## config.mk

```make
export PLATFORM = sky130hd
export DESIGN_NAME = c_comment_stripper
export DESIGN_NICKNAME = d
export VERILOG_FILES = /design/src/rtl/ccs_pkg.sv /design/src/rtl/c_comment_stripper.sv
export SDC_FILE = /design/constraint.sdc
export NUM_CORES = 1
export LEC_CHECK = 0
export BUFFER_PORTS_ARGS = -buffer_cell sky130_fd_sc_hd__buf_2
export CAP_MARGIN = 10
export CORE_UTILIZATION = 45
export CTS_CLUSTER_SIZE = 25
export DETAILED_ROUTE_END_ITERATION = 12
export MAX_ROUTING_LAYER = met4
export PLACE_DENSITY = 0.66
export SLEW_MARGIN = 5
export SYNTH_ARGS = -nofsm -noshare
export SYNTH_HDL_FRONTEND = slang
export SYNTH_SLANG_ARGS = --single-unit
```

## constraint.sdc

```tcl
create_clock -name clk -period 2.9 [get_ports clk]
set_input_delay 0.58 -clock clk [delete_from_list [all_inputs] [get_ports clk]]
set_output_delay 0.58 -clock clk [all_outputs]
set_load 0.02 [all_outputs]
```

## src/rtl/ccs_pkg.sv

```systemverilog
package ccs_pkg;

  typedef enum logic [3:0] {
    ST_CODE    = 4'd0,
    ST_SLASH   = 4'd1,
    ST_BLOCK   = 4'd2,
    ST_STAR    = 4'd3,
    ST_LINE    = 4'd4,
    ST_CHR     = 4'd5,
    ST_CHR_ESC = 4'd6,
    ST_STR     = 4'd7,
    ST_STR_ESC = 4'd8,
    ST_LINE_BS = 4'd9
  } parse_state_t;

  localparam logic [7:0] CH_SLASH = 8'h2F;
  localparam logic [7:0] CH_STAR  = 8'h2A;
  localparam logic [7:0] CH_NL    = 8'h0A;
  localparam logic [7:0] CH_BSL   = 8'h5C;
  localparam logic [7:0] CH_APOS  = 8'h27;
  localparam logic [7:0] CH_QUOTE = 8'h22;
  localparam logic [7:0] CH_CR    = 8'h0D;

  localparam logic [1:0] EMIT_NONE = 2'd0;
  localparam logic [1:0] EMIT_ONE  = 2'd1;
  localparam logic [1:0] EMIT_TWO  = 2'd2;

  typedef struct packed {
    logic [7:0] in_byte;
    logic       end_of_text;
  } in_t;

  typedef struct packed {
    logic [1:0]  emit_count;
    logic [7:0]  first_byte;
    logic [7:0]  second_byte;
    logic [31:0] comments_removed;
  } out_t;

endpackage

```

## src/rtl/c_comment_stripper.sv

```systemverilog
// The result for each accepted input transaction is registered.
// Throughput: one byte per cycle; the parser state and counter update in the
// accepting cycle, and byte_ready stays high while the result register is empty or taken.
// Reset (rst, synchronous, active high): parser to plain code, counter to zero,
// result register empty. A byte marked end_of_text also resets the parser and counter, not the result register.
module c_comment_stripper (
  input  logic           clk,
  input  logic           rst,
  input  logic           byte_valid,
  output logic           byte_ready,
  input  ccs_pkg::in_t   byte_data,
  output logic           res_valid,
  input  logic           res_ready,
  output ccs_pkg::out_t  res_data
);
  import ccs_pkg::*;

  parse_state_t state;
  parse_state_t state_next;
  logic [31:0]  total;
  logic [31:0]  total_next;
  logic         accept;
  logic         count_inc;
  logic [1:0]   emit_count;
  logic [7:0]   b0;
  logic [7:0]   b1;
  logic [7:0]   ch;

  assign ch         = byte_data.in_byte;
  assign byte_ready = !res_valid || res_ready;
  assign accept     = byte_valid && byte_ready;

  // next state
  always_comb begin
    state_next = state;
    case (state)
      ST_SLASH: begin
        if (ch == CH_SLASH) state_next = ST_LINE;
        else if (ch == CH_STAR) state_next = ST_BLOCK;
        else state_next = ST_CODE;
      end
      ST_BLOCK: begin
        if (ch == CH_STAR) state_next = ST_STAR;
      end
      ST_STAR: begin
        if (ch == CH_SLASH) state_next = ST_CODE;
        else if (ch != CH_STAR) state_next = ST_BLOCK;
      end
      ST_LINE: begin
        if (ch == CH_NL) state_next = ST_CODE;
        else if (ch == CH_BSL) state_next = ST_LINE_BS;
      end
      ST_CHR: begin
        if (ch == CH_APOS) state_next = ST_CODE;
        else if (ch == CH_BSL) state_next = ST_CHR_ESC;
      end
      ST_CHR_ESC: state_next = ST_CHR;
      ST_STR: begin
        if (ch == CH_QUOTE) state_next = ST_CODE;
        else if (ch == CH_BSL) state_next = ST_STR_ESC;
      end
      ST_STR_ESC: state_next = ST_STR;
      ST_LINE_BS: begin
        if (ch != CH_BSL && ch != CH_CR) state_next = ST_LINE;
      end
      default: begin
        // plain code, and unused encodings
        if (ch == CH_SLASH) state_next = ST_SLASH;
        else if (ch == CH_APOS) state_next = ST_CHR;
        else if (ch == CH_QUOTE) state_next = ST_STR;
        else state_next = ST_CODE;
      end
    endcase
  end

  // outputs
  always_comb begin
    emit_count = EMIT_NONE;
    b0         = 8'h00;
    b1         = 8'h00;
    count_inc  = 1'b0;
    case (state)
      ST_SLASH: begin
        if (ch != CH_SLASH && ch != CH_STAR) begin
          emit_count = EMIT_TWO;
          b0         = CH_SLASH;
          b1         = ch;
        end
      end
      ST_BLOCK: ;
      ST_STAR: begin
        if (ch == CH_SLASH) count_inc = 1'b1;
      end
      ST_LINE: begin
        if (ch == CH_NL) begin
          emit_count = EMIT_ONE;
          b0         = ch;
          count_inc  = 1'b1;
        end
      end
      ST_CHR, ST_CHR_ESC, ST_STR, ST_STR_ESC: begin
        emit_count = EMIT_ONE;
        b0         = ch;
      end
      ST_LINE_BS: ;
      default: begin
        if (ch != CH_SLASH) begin
          emit_count = EMIT_ONE;
          b0         = ch;
        end
      end
    endcase
  end

  assign total_next = (count_inc && total != '1) ? total + 32'd1 : total;

  always_ff @(posedge clk) begin
    if (rst) begin
      state <= ST_CODE;
      total <= '0;
    end else if (accept) begin
      if (byte_data.end_of_text) begin
        state <= ST_CODE;
        total <= '0;
      end else begin
        state <= state_next;
        total <= total_next;
      end
    end
  end

  always_ff @(posedge clk) begin
    if (rst) begin
      res_valid <= 1'b0;
    end else if (accept) begin
      res_valid <= 1'b1;
    end else if (res_ready) begin
      res_valid <= 1'b0;
    end
  end

  always_ff @(posedge clk) begin
    if (accept) begin
      res_data.emit_count       <= emit_count;
      res_data.first_byte       <= b0;
      res_data.second_byte      <= b1;
      res_data.comments_removed <= total_next;
    end
  end

  a_eot_reset: assert property (@(posedge clk) disable iff (rst)
    (accept && byte_data.end_of_text) |=> (state == ST_CODE && total == '0))
    else $error("parser not cleared after end of text");

  a_two_slash: assert property (@(posedge clk) disable iff (rst)
    (res_valid && res_data.emit_count == EMIT_TWO) |-> (res_data.first_byte == CH_SLASH))
    else $error("two-byte result without held slash");

  a_total_mono: assert property (@(posedge clk) disable iff (rst)
    (accept && !byte_data.end_of_text) |=> (total >= $past(total)))
    else $error("comment count went backwards");

  a_ready_empty: assert property (@(posedge clk) disable iff (rst)
    !res_valid |-> byte_ready)
    else $error("input stalled with empty result register");

endmodule
```

# --- Yosys cells after proc, flatten, opt, wreduce, memory -nomap -nowiden ---
# Index checks and enable logic that the tools add are counted.
totals:
  reg_bits: 87
  latch_bits: 0
  mem_bits_rw: 0
  mem_bits_ro: 0
  inputBits: 13
  wordCells: 77
  n_memories: 0
op_classes:
  add_sub_neg: 1
  multipliers: 0
  div: 0
  magnitude_cmp: 0
  eq_ne: 26
  shift: 0
  mux: 32
  bitwise: 0
  reduce_logical: 11
ops:
  columns: ["op", "count"]
  rows:
  - ["$mux 32", 2]
  - ["$mux 4", 11]
  - ["$pmux 4 s9", 1]
  - ["$add 32x1->32 const B", 1]
  - ["$eq 8x6->1 const B", 4]
  - ["$ne 32x32->1 const B", 1]
  - ["$pmux 8 s4", 1]
  - ["$eq 4x3->1 const B", 4]
  - ["$mux 8", 2]
  - ["$ne 4x4->1 const B", 4]
  - ["$ne 8x6->1 const B", 2]
  - ["$mux 3", 4]
  - ["$eq 4x2->1 const B", 2]
  - ["$eq 4x4->1 const B", 2]
  - ["$eq 8x4->1 const B", 1]
  - ["$eq 8x7->1 const B", 1]
  - ["$ne 8x4->1 const B", 1]
  - ["$ne 8x7->1 const B", 1]
  - ["$pmux 2 s4", 1]
  - ["$reduce_and 7->1", 1]
  - ["$mux 1", 6]
  - ["$mux 6", 1]
  - ["$ne 3x3->1 const B", 2]
  - ["$eq 4x1->1 const B", 1]
  - ["other kinds (9)", 13]

# --- Logic depth before layout (Yosys ltp) ---
# Gate-level depths: netlist (run 1).
logic_depth:
  word_depth: 6
  ltp_mapped: 8

# --- Worst setup path after synthesis (run 1) ---
# Ideal clock, no wire load.
synth_timing:
  path_type: "input-to-reg"
  from: "in res_ready"
  to: "reg total[2]"
  setup_time_ns: 0.127
  arrival_ns: 2.621
  setup_slack_ns: 0.152
  path_stages: 7
  n_path_buf: 1
  path_cell_list: "nand2b_1 nand2_1 inv_1 nor2_1 clkbuf_1 o21ai_0 o31ai_1"
synth_between:
  elab_chain_cells: 2
synth_rtl:
  columns: ["item", "line_no", "source"]
  rows:
  - ["from (decl)", "c_comment_stripper.sv:13", "input logic res_ready,"]
  - ["$logic_or 1x1->1", "c_comment_stripper.sv:30", "assign byte_ready = !res_valid || res_ready;"]
  - ["$logic_and 1x1->1", "c_comment_stripper.sv:31", "assign accept = byte_valid && byte_ready;"]
  - ["via accept", "c_comment_stripper.sv:22", "logic accept;"]
  - ["to (signal assigned)", "c_comment_stripper.sv:127", "total <= total_next;"]
  - ["to (decl)", "c_comment_stripper.sv:20", "logic [31:0] total;"]
# The timed path passes the listed nets, and every way through them passes these cells.
# A chain may end at the register's enable or synchronous reset.

# --- Final worst setup path (run 1) ---
layout_timing:
  from: "reg state[0]"
  to: "reg total[15]"
layout_between:
  elab_chain_cells: 5
  elab_cells_between_ends: 6
  classes_between: "2 x eq/ne; 3 x mux; 1 x reduce/logical"
layout_rtl:
  columns: ["item", "line_no", "source"]
  rows:
  - ["from (decl)", "c_comment_stripper.sv:18", "parse_state_t state;"]
  - ["from (signal assigned)", "c_comment_stripper.sv:126", "state <= state_next;"]
  - ["$eq 4x3->1 or $eq 4x2->1 (tied branches)", "c_comment_stripper.sv:82", "case (state)"]
  - ["$pmux 1 s2 *", "c_comment_stripper.sv:82", null]
  - ["$logic_and 1x1->1 *", "c_comment_stripper.sv:115", "assign total_next = (count_inc && total != '1) ? total + 32'd1 : total;"]
  - ["$mux 32 *", "c_comment_stripper.sv:115", null]
  - ["$mux 32 *", "c_comment_stripper.sv:122", "if (byte_data.end_of_text) begin"]
# Mark *: on every way between the ends. The rest lies on a longest branch, timed or not.

==> results of run 1 <==
==> worst max-delay path, cell delays in order, from the launching register on <==
cell     delay [ns]
dfxtp_1        0.55
and4_1         0.30
nand3_4        0.15
a21oi_2        0.36
nand3_2        0.28
or4_1          0.56
a31oi_1        0.17
==> state kept, by name, indices dropped and copies added, names as in the netlist <==
name,count
total,32
res_data,50
state,4
res_valid,1
==> worst max-delay path by stage <==
stage / startpoint / endpoint / slack, ns / cells after the start
floorplan: res_ready / total[2] / 0.15 / 7
global placement: byte_data[3] / res_data[29] / 0.27 / 6
detailed placement: byte_data[3] / total[27] / 0.22 / 7
CTS: state[0] / total[15] / 0.51 / 6
global route: state[0] / total[29] / 0.32 / 6
finish: state[0] / total[15] / 0.44 / 6
==> logic make-up after synthesis <==
kind of cell | count (synthesis) | share of synthesized area [%]
fa+ha+maj | 1 | 0.2755
buf+inv | 31 | 2.838
xor+xnor | 33 | 6.365
flops | 87 | 49.38
mux | 3 | 0.6889
compound gates | 111 | 17.86
simple gates | 171 | 22.60
==> metrics by stage <==
stage / hold slack [ns] / power, µW / utilization, %
2_1_floorplan: 0.4565 / 1507 / -
3_3_place_gp: 0.4843 / 1587 / 52.14
3_5_place_dp: 0.5051 / 1590 / 52.14
4_1_cts: 0.4554 / 2426 / 54.08
5_1_grt: 0.4650 / 2491 / 54.08
6_report: 0.4697 / 2409 / 54.08
==> layout by cell type, fill, tap and decap left out, types with 3 or more instances in the layout <==
cell / n
or4_1: 5
nor3_1: 7
nand4_1: 12
clkbuf_1: 3
or3_1: 5
a41oi_1: 7
inv_1: 8
o21ai_0: 23
a32o_1: 3
a22o_1: 5
edfxtp_1: 50
dfxtp_1: 37
a31oi_1: 22
nand2b_1: 5
nor3b_1: 3
and2_1: 16
nor2_1: 28
a21oi_1: 13
clkbuf_8: 10
nand3_1: 16
buf_2: 64
nand2_1: 35
xor2_1: 13
nor2b_1: 4
and3_1: 11
a311oi_1: 3
and2b_1: 3
and4_1: 4
xnor2_1: 20
buf_4: 19
a21o_1: 8
o31ai_1: 3
==> area by class of cell <==
cell class / count / area, µm² / share of cell area (%)
Sequential cell: 87 / 2242 / 42.41
Multi-Input combinational cell: 319 / 2171 / 41.07
Timing Repair Buffer: 84 / 483.0 / 9.136
Tap cell: 133 / 166.4 / 3.148
Clock buffer: 13 / 148.9 / 2.817
Clock inverter: 3 / 41.29 / 0.7811
Inverter: 9 / 33.78 / 0.6391
==> synthesized netlist by cell type, types with 12 or more instances <==
library cell   n
and2_1        16
nor2_1        28
xnor2_1       20
o21ai_0       23
xor2_1        13
clkbuf_1      14
nand4_1       12
nand2_1       35
dfxtp_1       37
a31oi_1       22
nand3_1       16
edfxtp_1      50
a21oi_1       13
==> power by group <==
group          switching (µW)  total [µW]  internal [µW]  leakage [µW]
Clock                     425         848            422     0.0000979
Combinational             147         211           64.0       0.00113
Sequential               9.83        1350           1340      0.000792
==> metal layers <==
layer	global-route usage, %	wire, µm	part of all wire, %
met4	10.33	219	2.1
met3	2.668	456	4.3
met1	28.83	5041	48
met2	32.87	4783	46
met5	-	0	0
==> key figures, run 1 <==
Status
  • Status: complete, no violations

Synth
  • Top FF cell, synth: edfxtp_1
  • Post-synth EDFFs: 50
  • Synth area leader: edfxtp_1
  • Post-synth cell types: 68
  • Synth top area cells: edfxtp_1, dfxtp_1, xnor2_1
  • Post-Syn Area per Cell: 10.39 µm²
  • Cells after synthesis: about 440
  • Synthesized flop and latch total: 87
  • Cell Area, Synth: about 4500 µm²
  • Post-synthesis net count: approximately 450
  • Async S/R FF share, synth: 0%
  • Post-synthesis sequential area ratio: just under 50%
  • Post-synth top area share: 33.07%
  • YS warnings: 0

Setup path
  • Reg2reg path depth: 6
  • CP required: ~3.2 ns
  • CP Class: reg2reg
  • CP Capture Type: flop
  • Startpoint Class: flop
  • Reg2reg start: state[0]
  • CP arrival: around 2.8 ns
  • RR Endpoint: total[15]
  • Critical Path Fanout Max: 12
  • FF-to-FF setup slack: approximately 0.44 ns

Clocking
  • Hold Buf Count CTS: 0
  • Htree depth: 3
  • CTS resizes: 0
  • Clock sink total: 87
  • Worst-path clk slew: 0.09 ns
  • Clock Path Buffers: 2
  • Inserted Clock Buffers: 9
  • CTS tree: built
  • Clock root cell: clkbuf_8
  • Worst skew pair latency: 0.37 ns
  • Post-CTS Setup Repair Bufs: 0

Routing
  • Pre-antenna DRT Iters: 5
  • Drt total wl: about 11000 µm
  • Vias: between 3000 and 4000
  • DR DRC count: 0
  • DR WL/cell: ~16 µm
  • Via density per instance: approximately 5.7
  • ANT nets after route: 0
  • 1st-iter DRT viols: 205

Placed design
  • IO buf count: 64
  • Placer Congestion: 0.8838
  • Placed cell area: roughly 5000 µm²
  • Post-DP HPWL: 7368 µm
  • Cells after DPL: between 600 and 700
  • Dpl ws: roughly 0.22 ns

Global route
  • Global route overflow: 0
  • Initial antenna violation count: 0
  • Largest net degree at the start of global routing: 38
  • Total GRT Usage: between 20% and 30%
  • Global-route wire length before repair: between 15000 and 20000 µm
  • Vias in the first global route: between 3000 and 4000

STA
  • Setup TNS: 0 ns
  • Period Utilization, post-route: 84.79%
  • Setup ws final: roughly 0.44 ns
  • Final setup viols: 0
  • Pins Over Slew Limit: 0
  • Worst Max-Slew Pin Slew: approximately 0.55 ns
  • Post-layout min period: 2.459 ns
  • Setup repair after global routing missed its margin: no
  • Worst Skew: 0.01501 ns
  • Final hold violation count: 0
  • Relative slew slack: 62.23%
  • Fmax: a little over 400 MHz

Hold path
  • Hold worst-path end: res_valid
  • Worst hold start: byte_valid
  • Hold crit path type: in2reg
  • Cell count of the worst hold path: 3

Floorplan
  • Top Ports: 65
  • Die Area: 10500 µm²
  • Initial core utilization: a little under half
  • Num rows: 36
  • Placeable Area: 9774 µm²
  • Die extent in x: just over 100 µm
  • Die height: a little over 100 µm

Job
  • MaxCap Viol Count: 0

Pwr
  • Static Leakage: a little over 0.002 µW
  • Peak supply drop: about 240 µV
  • Pwr dens: around 460 nW/µm²

Layout
  • Fillcell total: between 800 and 900
  • Share of cells above drive strength 1: a little under a quarter
  • Ant diodes: 0
  • Fin cells: about 650
  • Final Instance Area: between 5000 and 6000 µm²
  • Nets@finish: ~520
  • Layout area overhead: 16.42%
No activity file was read; power rests on OpenSTA's default activity.
==> inputs of run 2 (changes only) <==
ABC_AREA = 1   (was unset)
clock period = 2.45 ns   (was 2.9 ns; I/O delays follow)
==> run 2 against run 1 <==
Against the previous run:
- combinational power rose by 93%
- register-to-register slack got worse by 0.21 ns
- final cell count increased by 38%
- clock power increased by 20%
- sequential share of layout area fell by 1.9 points
- cell area increased by 4.8%
- critical path type unchanged
- critical endpoint is now total[27]
- largest cell class is now multi-input gates
==> key figures, run 2 <==
Floorplan
  • Placeable Area: 10420 µm² (+6.6%)
  • Initial core utilization: 46.68% (+0.22 points)
  • Num rows: 37 (+2.8%)
  • Die extent in x: 105.9 µm (+3.4%)
  • Die height: 105.9 µm (+3.4%)
  • Die Area: 11220 µm² (+6.9%)
  • Top Ports: 65 (unchanged)

Setup path
  • CP required: 2.70 ns (-0.49 ns)
  • CP Launch Point: total[1]
  • Startpoint Class: flop
  • CP top delay family: simple AND/OR/NAND/NOR gates
  • CP Class: reg2reg
  • FF-to-FF setup slack: 0.23 ns (-0.21 ns)
  • CP arrival: 2.47 ns (-0.28 ns)
  • RR Endpoint: total[27]
  • Setup crit end: total[27]
  • Most prevalent standard cell on the critical path: nand2_1
  • Crit-path cells: ha_1 -> nand2_1 -> nor2_4 -> nand2_4 -> nor2_4 -> nand2_2 -> nand2_4 -> inv_2 -> nand2_1 -> nand2_1 -> nand2_1 -> a21oi_2
  • Worst path max stage delay: 0.41 ns (-0.15 ns)
  • Reg2reg path depth: 12 (+6)
  • Critical Path Fanout Max: 23 (+11)
  • WP buf/inv: 1 (+1)
  • CP Capture Type: flop
  • CP max-delay cell: dfxtp_1
  • Reg2reg start: total[1]
  • Crit. path cell count: 12 (+6)

Clocking
  • Worst skew pair latency: 0.37 ns (about the same)
  • CTS resizes: 0 (unchanged)
  • Clock root cell: clkbuf_8
  • Hold Buf Count CTS: 0 (unchanged)
  • Htree depth: 3 (unchanged)
  • Clock Path Buffers: 2 (unchanged)
  • CTS tree: built
  • Clock sink total: 87 (unchanged)
  • Inserted Clock Buffers: 9 (unchanged)
  • Post-CTS Setup Repair Bufs: 0 (unchanged)
  • Worst-path clk slew: 0.10 ns (about the same)

Layout
  • Fillcell total: 1062 (+21%)
  • Ant diodes: 0 (unchanged)
  • Max reg flops: 50 (unchanged)
  • Commonest non-fill, non-tap cells in the layout: nand2_1, nor2_1, buf_2
  • Most common cell after layout, fill and taps aside: nand2_1
  • Largest register by flop count: res_data
  • Layout area overhead: 13.90%
  • Nets@finish: 769 (+47%)
  • Final Instance Area: 5538 µm² (+4.8%)
  • Biggest regs: res_data: 50 flops, total: 32 flops, state: 4 flops
  • Share of cells above drive strength 1: 15.66% (-7.1 points)

Status
  • Status: complete, no violations

Placed design
  • Post-DP HPWL: 8825 µm (+20%)
  • Dpl ws: 0.2063 ns (-0.01502 ns)
  • IO buf count: 64 (unchanged)
  • Placer Congestion: 0.9721 (+10%)
  • Placed cell area: 5338 µm² (+4.7%)

Hold path
  • Cell count of the worst hold path: 4 (+1)
  • Hold crit path type: in2reg

Global route
  • Total GRT Usage: 23.00% (+1.3 points)
  • Vias in the first global route: 4025 (+18%)
  • Global-route wire length before repair: 19690 µm (+16%)
  • Global route overflow: 0 (unchanged)
  • Largest net degree at the start of global routing: 36 (-5.3%)
  • Initial antenna violation count: 0 (unchanged)

STA
  • Pins Over Slew Limit: 0 (unchanged)
  • Worst Max-Slew Pin Slew: 0.4663 ns (-0.08607 ns)
  • Setup ws final: 0.2325 ns (-0.2086 ns)
  • Relative slew slack: 68.92% (+6.7 points)
  • Final setup viols: 0 (unchanged)
  • Setup TNS: 0 ns (unchanged)
  • Final hold violation count: 0 (unchanged)
  • Hold Worst Slack: 0.4016 ns (-0.06813 ns)
  • Worst Skew: 0.01707 ns (+0.002059 ns)
  • Period Utilization, post-route: 90.51% (+5.7 points)
  • Setup repair after global routing missed its margin: no
  • Post-layout min period: 2.218 ns (-0.2414 ns)
  • Fmax: 451.0 MHz (+11%)

Pwr
  • Peak supply drop: 406.5 µV (+71%)
  • Sequential power share: 53.5% (-2.6 points)
  • Static Leakage: 0.002277 µW (+13%)
  • P_int: 2211 µW (+21%)
  • Clock share of power: 33.2% (-2.0 points)
  • Sw frac: 27.83% (+3.7 points)
  • Gate power share: 13.3% (+4.6 points)
  • Sw Pwr: 852.7 µW (+47%)
  • Pwr dens: 553.2 nW/µm² (+21%)

Routing
  • ANT nets after route: 0 (unchanged)
  • Met3 wire len: 423 µm (-7.2%)
  • Met1 Wirelength: 6097 µm (+21%)
  • Drt total wl: 11960 µm (+14%)
  • DR top layer: met4
  • Met2 wire len: 5268 µm (+10%)
  • Pre-antenna DRT Iters: 5 (unchanged)
  • DR DRC count: 0 (unchanged)
  • DR WL/cell: 13.35 µm (-18%)
  • Via density per instance: 4.935 (-13%)
  • 1st-iter DRT viols: 214 (+4.4%)
  • Vias: 4422 (+20%)

Synth
  • Post-synth top area share: 30.88% (-2.2 points)
  • Top FF cell, synth: edfxtp_1
  • Post-synthesis net count: 700 (+55%)
  • Post-synth cell types: 26 (-62%)
  • Cell Area, Synth: 4862 µm² (+7.1%)
  • Cells after synthesis: 686 (+57%)
  • Synth top area cells: edfxtp_1, nand2_1, dfxtp_1
  • Async S/R FF share, synth: 0% (unchanged)
  • YS warnings: 0 (unchanged)
  • Synthesized flop and latch total: 87 (unchanged)
  • Post-synth EDFFs: 50 (unchanged)
  • Post-Syn Area per Cell: 7.088 µm² (-32%)
  • Commonest cells in the netlist: nand2_1, nor2_1, edfxtp_1
  • Most common cell in the netlist: nand2_1
  • Post-synthesis sequential area ratio: 46.11% (-3.3 points)
  • Synth area leader: edfxtp_1

Job
  • MaxCap Viol Count: 0 (unchanged)
run 2: layout make-up:
type                       count  area (µm²)  area share (%)
multi-input combinational    529        2316           41.82
sequential                    87        2242           40.49
timing repair buffer          76       414.1           7.479
inverter                      52       198.9           3.592
tap                          136       170.2           3.073
clock buffer                  10       127.6           2.305
clock inverter                 6       68.82           1.243
run 2: worst min path at each step:
| stage | slack, ns | endpoint | from |
|---|---|---|---|
| floorplan | 0.48 | total[30] | total[30] |
| global placement | 0.50 | res_valid | res_valid |
| detailed placement | 0.51 | total[30] | total[30] |
| CTS | 0.39 | state[2] | rst |
| global route | 0.41 | state[2] | rst |
| finish | 0.40 | state[2] | rst |
run 2: kinds of logic (layout without fill, tap and decap cells):
| family | count (synthesis) | in the layout | synth area share (%) |
|---|---|---|---|
| AOI/OAI and AO/OA | 60 | 60 | 7.257 |
| xor gates and xnor gates | 14 | 14 | 2.522 |
| adders and majority gates | 1 | 1 | 0.2573 |
| buffers and inverters | 70 | 144 | 6.305 |
| DFF | 87 | 87 | 46.11 |
| and+or+nand+nor | 454 | 454 | 37.54 |
run 2: per-stage QoR:
| step | util [%] | instances | total power [µW] |
|---|---|---|---|
| 6_report | 53.17 | 896 | 3064 |
| 3_3_place_gp | 51.24 | 880 | 2078 |
| 4_1_cts | 53.13 | 896 | 3098 |
| 5_1_grt | 53.17 | 896 | 3196 |
| 2_1_floorplan | - | 686 | 1942 |
| 3_5_place_dp | 51.24 | 880 | 2082 |
run 2: power groups by stage:
stage,sequential (µW),combinational (µW),clock [µW]
after global routing,1650,453,1100
after global placement,1670,406,0
final,1640,408,1020
after detailed placement,1670,408,0
after CTS,1640,409,1050
after floorplan,1750,193,0
run 2: worst reg2reg max path: cells and delay by family, from the launching register on:
| family | cells | cell delay [ns] |
|---|---|---|
| simple gates | 9 | 1.16 |
| flops | 1 | 0.41 |
| fa+ha+maj | 1 | 0.23 |
| buf+inv | 1 | 0.23 |
| compound gates | 1 | 0.06 |
run 2: layer usage:
layer / track usage (%) / vias up
met2: 34.41 / 96
met3: 3.985 / 16
met5: - / -
met1: 32.06 / 1999
met4: 6.647 / 0
li1: - / 2311
==> inputs of run 3 (changes only) <==
CELL_PAD_IN_SITES_DETAIL_PLACEMENT = 1   (was unset)
CELL_PAD_IN_SITES_GLOBAL_PLACEMENT = 1   (was unset)
CORE_UTILIZATION = 42   (was 45)
PLACE_DENSITY = 0.81   (was 0.66)
RECOVER_POWER = 100   (was unset)
==> run 3 against run 2 <==
Against the previous run:
- fmax about the same
- final cell count grew 0.33%
- sequential power about the same
- non-clock buffer count shrank 1
- worst setup slack is essentially flat
- count of clock-buffer cells in the layout is 2 higher
- critical path depth did not move
- utilization is 2.8 points lower
- cell area rose by 0.66%
- routed wire length increased by 21%
- register-to-register slack hardly changed
- global-route usage increased by 3.9 points
- critical path type unchanged
- highest routed layer unchanged
==> key figures, run 3 (same netlist as run 2, synthesis figures left out) <==
Status
  • Status: complete, no violations

Placed design
  • Dpl ws: 0.07849 ns (-0.1278 ns)
  • IO buf count: 64 (unchanged)
  • Post-DP HPWL: 10700 µm (+21%)
  • Placer Congestion: 0.9201 (-5.3%)

Global route
  • Total GRT Usage: 26.93% (+3.9 points)
  • Largest net degree at the start of global routing: 36 (unchanged)
  • Global route overflow: 0 (unchanged)
  • Vias in the first global route: 4877 (+21%)
  • Initial antenna violation count: 0 (unchanged)
  • Global-route wire length before repair: 23830 µm (+21%)

Routing
  • Via density per instance: 5.235 (+6.1%)
  • Vias: 4706 (+6.4%)
  • Drt total wl: 14520 µm (+21%)
  • DR WL/cell: 16.15 µm (+21%)
  • ANT nets after route: 0 (unchanged)
  • 1st-iter DRT viols: 236 (+10%)
  • DR DRC count: 0 (unchanged)
  • Pre-antenna DRT Iters: 4 (-1)

Clocking
  • Clock sink total: 87 (unchanged)
  • Worst skew pair latency: 0.36 ns (about the same)
  • CTS tree: built
  • Clock root cell: clkbuf_16
  • Htree depth: 3 (unchanged)
  • Inserted Clock Buffers: 9 (unchanged)
  • CTS resizes: 0 (unchanged)
  • Clock Path Buffers: 2 (unchanged)
  • Post-CTS Setup Repair Bufs: 0 (unchanged)
  • Hold Buf Count CTS: 0 (unchanged)
  • Worst-path clk slew: 0.07 ns (-0.03 ns)

Setup path
  • CP arrival: 2.50 ns (+0.03 ns)
  • Setup crit end: total[6]
  • CP Capture Type: flop
  • Critical Path Fanout Max: 22 (-4.3%)
  • Crit-path cells: ha_1 -> nand2_1 -> nor2_4 -> nand2_4 -> nor2_4 -> nand2_2 -> nand2_4 -> buf_4 -> nand2_1 -> o21ai_0 -> nand2_1 -> a21oi_1
  • Most prevalent standard cell on the critical path: nand2_1
  • Reg2reg path depth: 12 (unchanged)
  • RR Endpoint: total[6]
  • CP required: 2.73 ns (+0.03 ns)
  • Reg2reg start: total[1]
  • CP Class: reg2reg
  • CP max-delay cell: dfxtp_1
  • CP Launch Point: total[1]
  • FF-to-FF setup slack: 0.23 ns (about the same)
  • Startpoint Class: flop
  • Worst path max stage delay: 0.40 ns (about the same)

Floorplan
  • Initial core utilization: 43.89% (-2.8 points)
  • Die extent in x: 109.6 µm (+3.4%)
  • Die Area: 12010 µm² (+7.0%)
  • Top Ports: 65 (unchanged)
  • Die height: 109.6 µm (+3.4%)
  • Placeable Area: 11080 µm² (+6.4%)
  • Num rows: 38 (+2.7%)

Layout
  • Most common cell after layout, fill and taps aside: nand2_1
  • Layout area overhead: 14.64%
  • Commonest non-fill, non-tap cells in the layout: nand2_1, nor2_1, clkbuf_1
  • Biggest regs: res_data: 50 flops, total: 32 flops, state: 4 flops
  • Share of cells above drive strength 1: 7.510% (-8.1 points)
  • Register Area: 2242 µm² (unchanged)
  • Fillcell total: 1486 (+40%)
  • Multi-input gate area: 2288 µm² (-1.2%)
  • Largest register by flop count: res_data
  • Max reg flops: 50 (unchanged)
  • Ant diodes: 0 (unchanged)
  • Nets@finish: 768 (-0.13%)

Pwr
  • Static Leakage: 0.002161 µW (-5.1%)
  • Pwr Total: 3629 µW (+18%)
  • Peak supply drop: 428.3 µV (+5.4%)
  • Pwr dens: 651.0 nW/µm² (+18%)

Hold path
  • Hold crit path type: in2reg

STA
  • Relative slew slack: 36.33% (-33 points)
  • Worst Max-Slew Pin Slew: 0.9499 ns (+0.4836 ns)
  • Setup repair after global routing missed its margin: no
  • Fmax: 450.9 MHz (about the same)
  • Pins Over Slew Limit: 0 (unchanged)
  • Final setup viols: 0 (unchanged)
  • Setup TNS: 0 ns (unchanged)
  • Setup ws final: 0.2321 ns (-0.0003920 ns)
  • Final hold violation count: 0 (unchanged)
  • Hold Worst Slack: 0.4202 ns (+0.01858 ns)
  • Worst Skew: 0.01351 ns (-0.003557 ns)
  • Post-layout min period: 2.218 ns (+0.0003920 ns)
  • Period Utilization, post-route: 90.53% (about the same)

Job
  • MaxCap Viol Count: 0 (unchanged)
-- run 3: changes by cell type in the layout (fill, tap and decap cells not counted), moves of 4 or more --
cell       previous run  this run
clkbuf_16             0        10
o21ai_2               7         3
clkbuf_1              1        55
o21ai_0               6        10
buf_4                11         6
buf_2                64        11
clkbuf_8              9         1
-- run 3: layer usage --
layer,wire [µm],vias up,track usage (%),share of wire [%]
met5,0,-,-,0
met4,119,0,9.238,0.82
met3,487,10,3.616,3.4
met2,7078,76,44.07,49
met1,6832,2309,34.26,47
li1,-,2311,-,-
-- run 3: metrics by stage --
step,area (µm²),util [%],std cells
floorplan,4866,-,686
global placement,5360,48.38,883
detailed placement,5360,48.38,883
CTS,5704,51.49,899
global route,5574,50.32,899
finish,5574,50.32,899
-- run 3: worst min path at each step --
| stage | cells after the start | end | startpoint | slack (ns) |
|---|---|---|---|---|
| after floorplan | 2 | total[30] | total[30] | 0.48 |
| after global placement | 2 | res_valid | res_valid | 0.49 |
| after detailed placement | 2 | res_valid | res_valid | 0.50 |
| after CTS | 4 | state[2] | rst | 0.42 |
| after global routing | 4 | state[2] | rst | 0.45 |
| final | 4 | state[2] | rst | 0.42 |
-- run 3: where the power goes --
group          internal (µW)  switching, µW  total, µW  leakage [µW]
clock                    985            594       1580      0.000164
sequential              1620           27.4       1650      0.000807
combinational           95.1            306        402       0.00119
total                   2700            928       3630       0.00216
-- run 3: critical path: cells and delay by family, from the launching register on --
family,cells,cell delay (ns)
AOI/OAI and AO/OA,2,0.26
adders and majority gates,1,0.25
buffers and inverters,1,0.26
DFF,1,0.40
and+or+nand+nor,8,0.95
-- run 3: final cells by class --
class | count | share of cell area [%]
well taps | 140 | 3.143
flip-flops and latches | 87 | 40.22
repair buffers | 75 | 5.881
inverters | 52 | 3.524
clock buffers | 12 | 4.804
clock inverters | 4 | 1.369
multi-input cells | 529 | 41.05
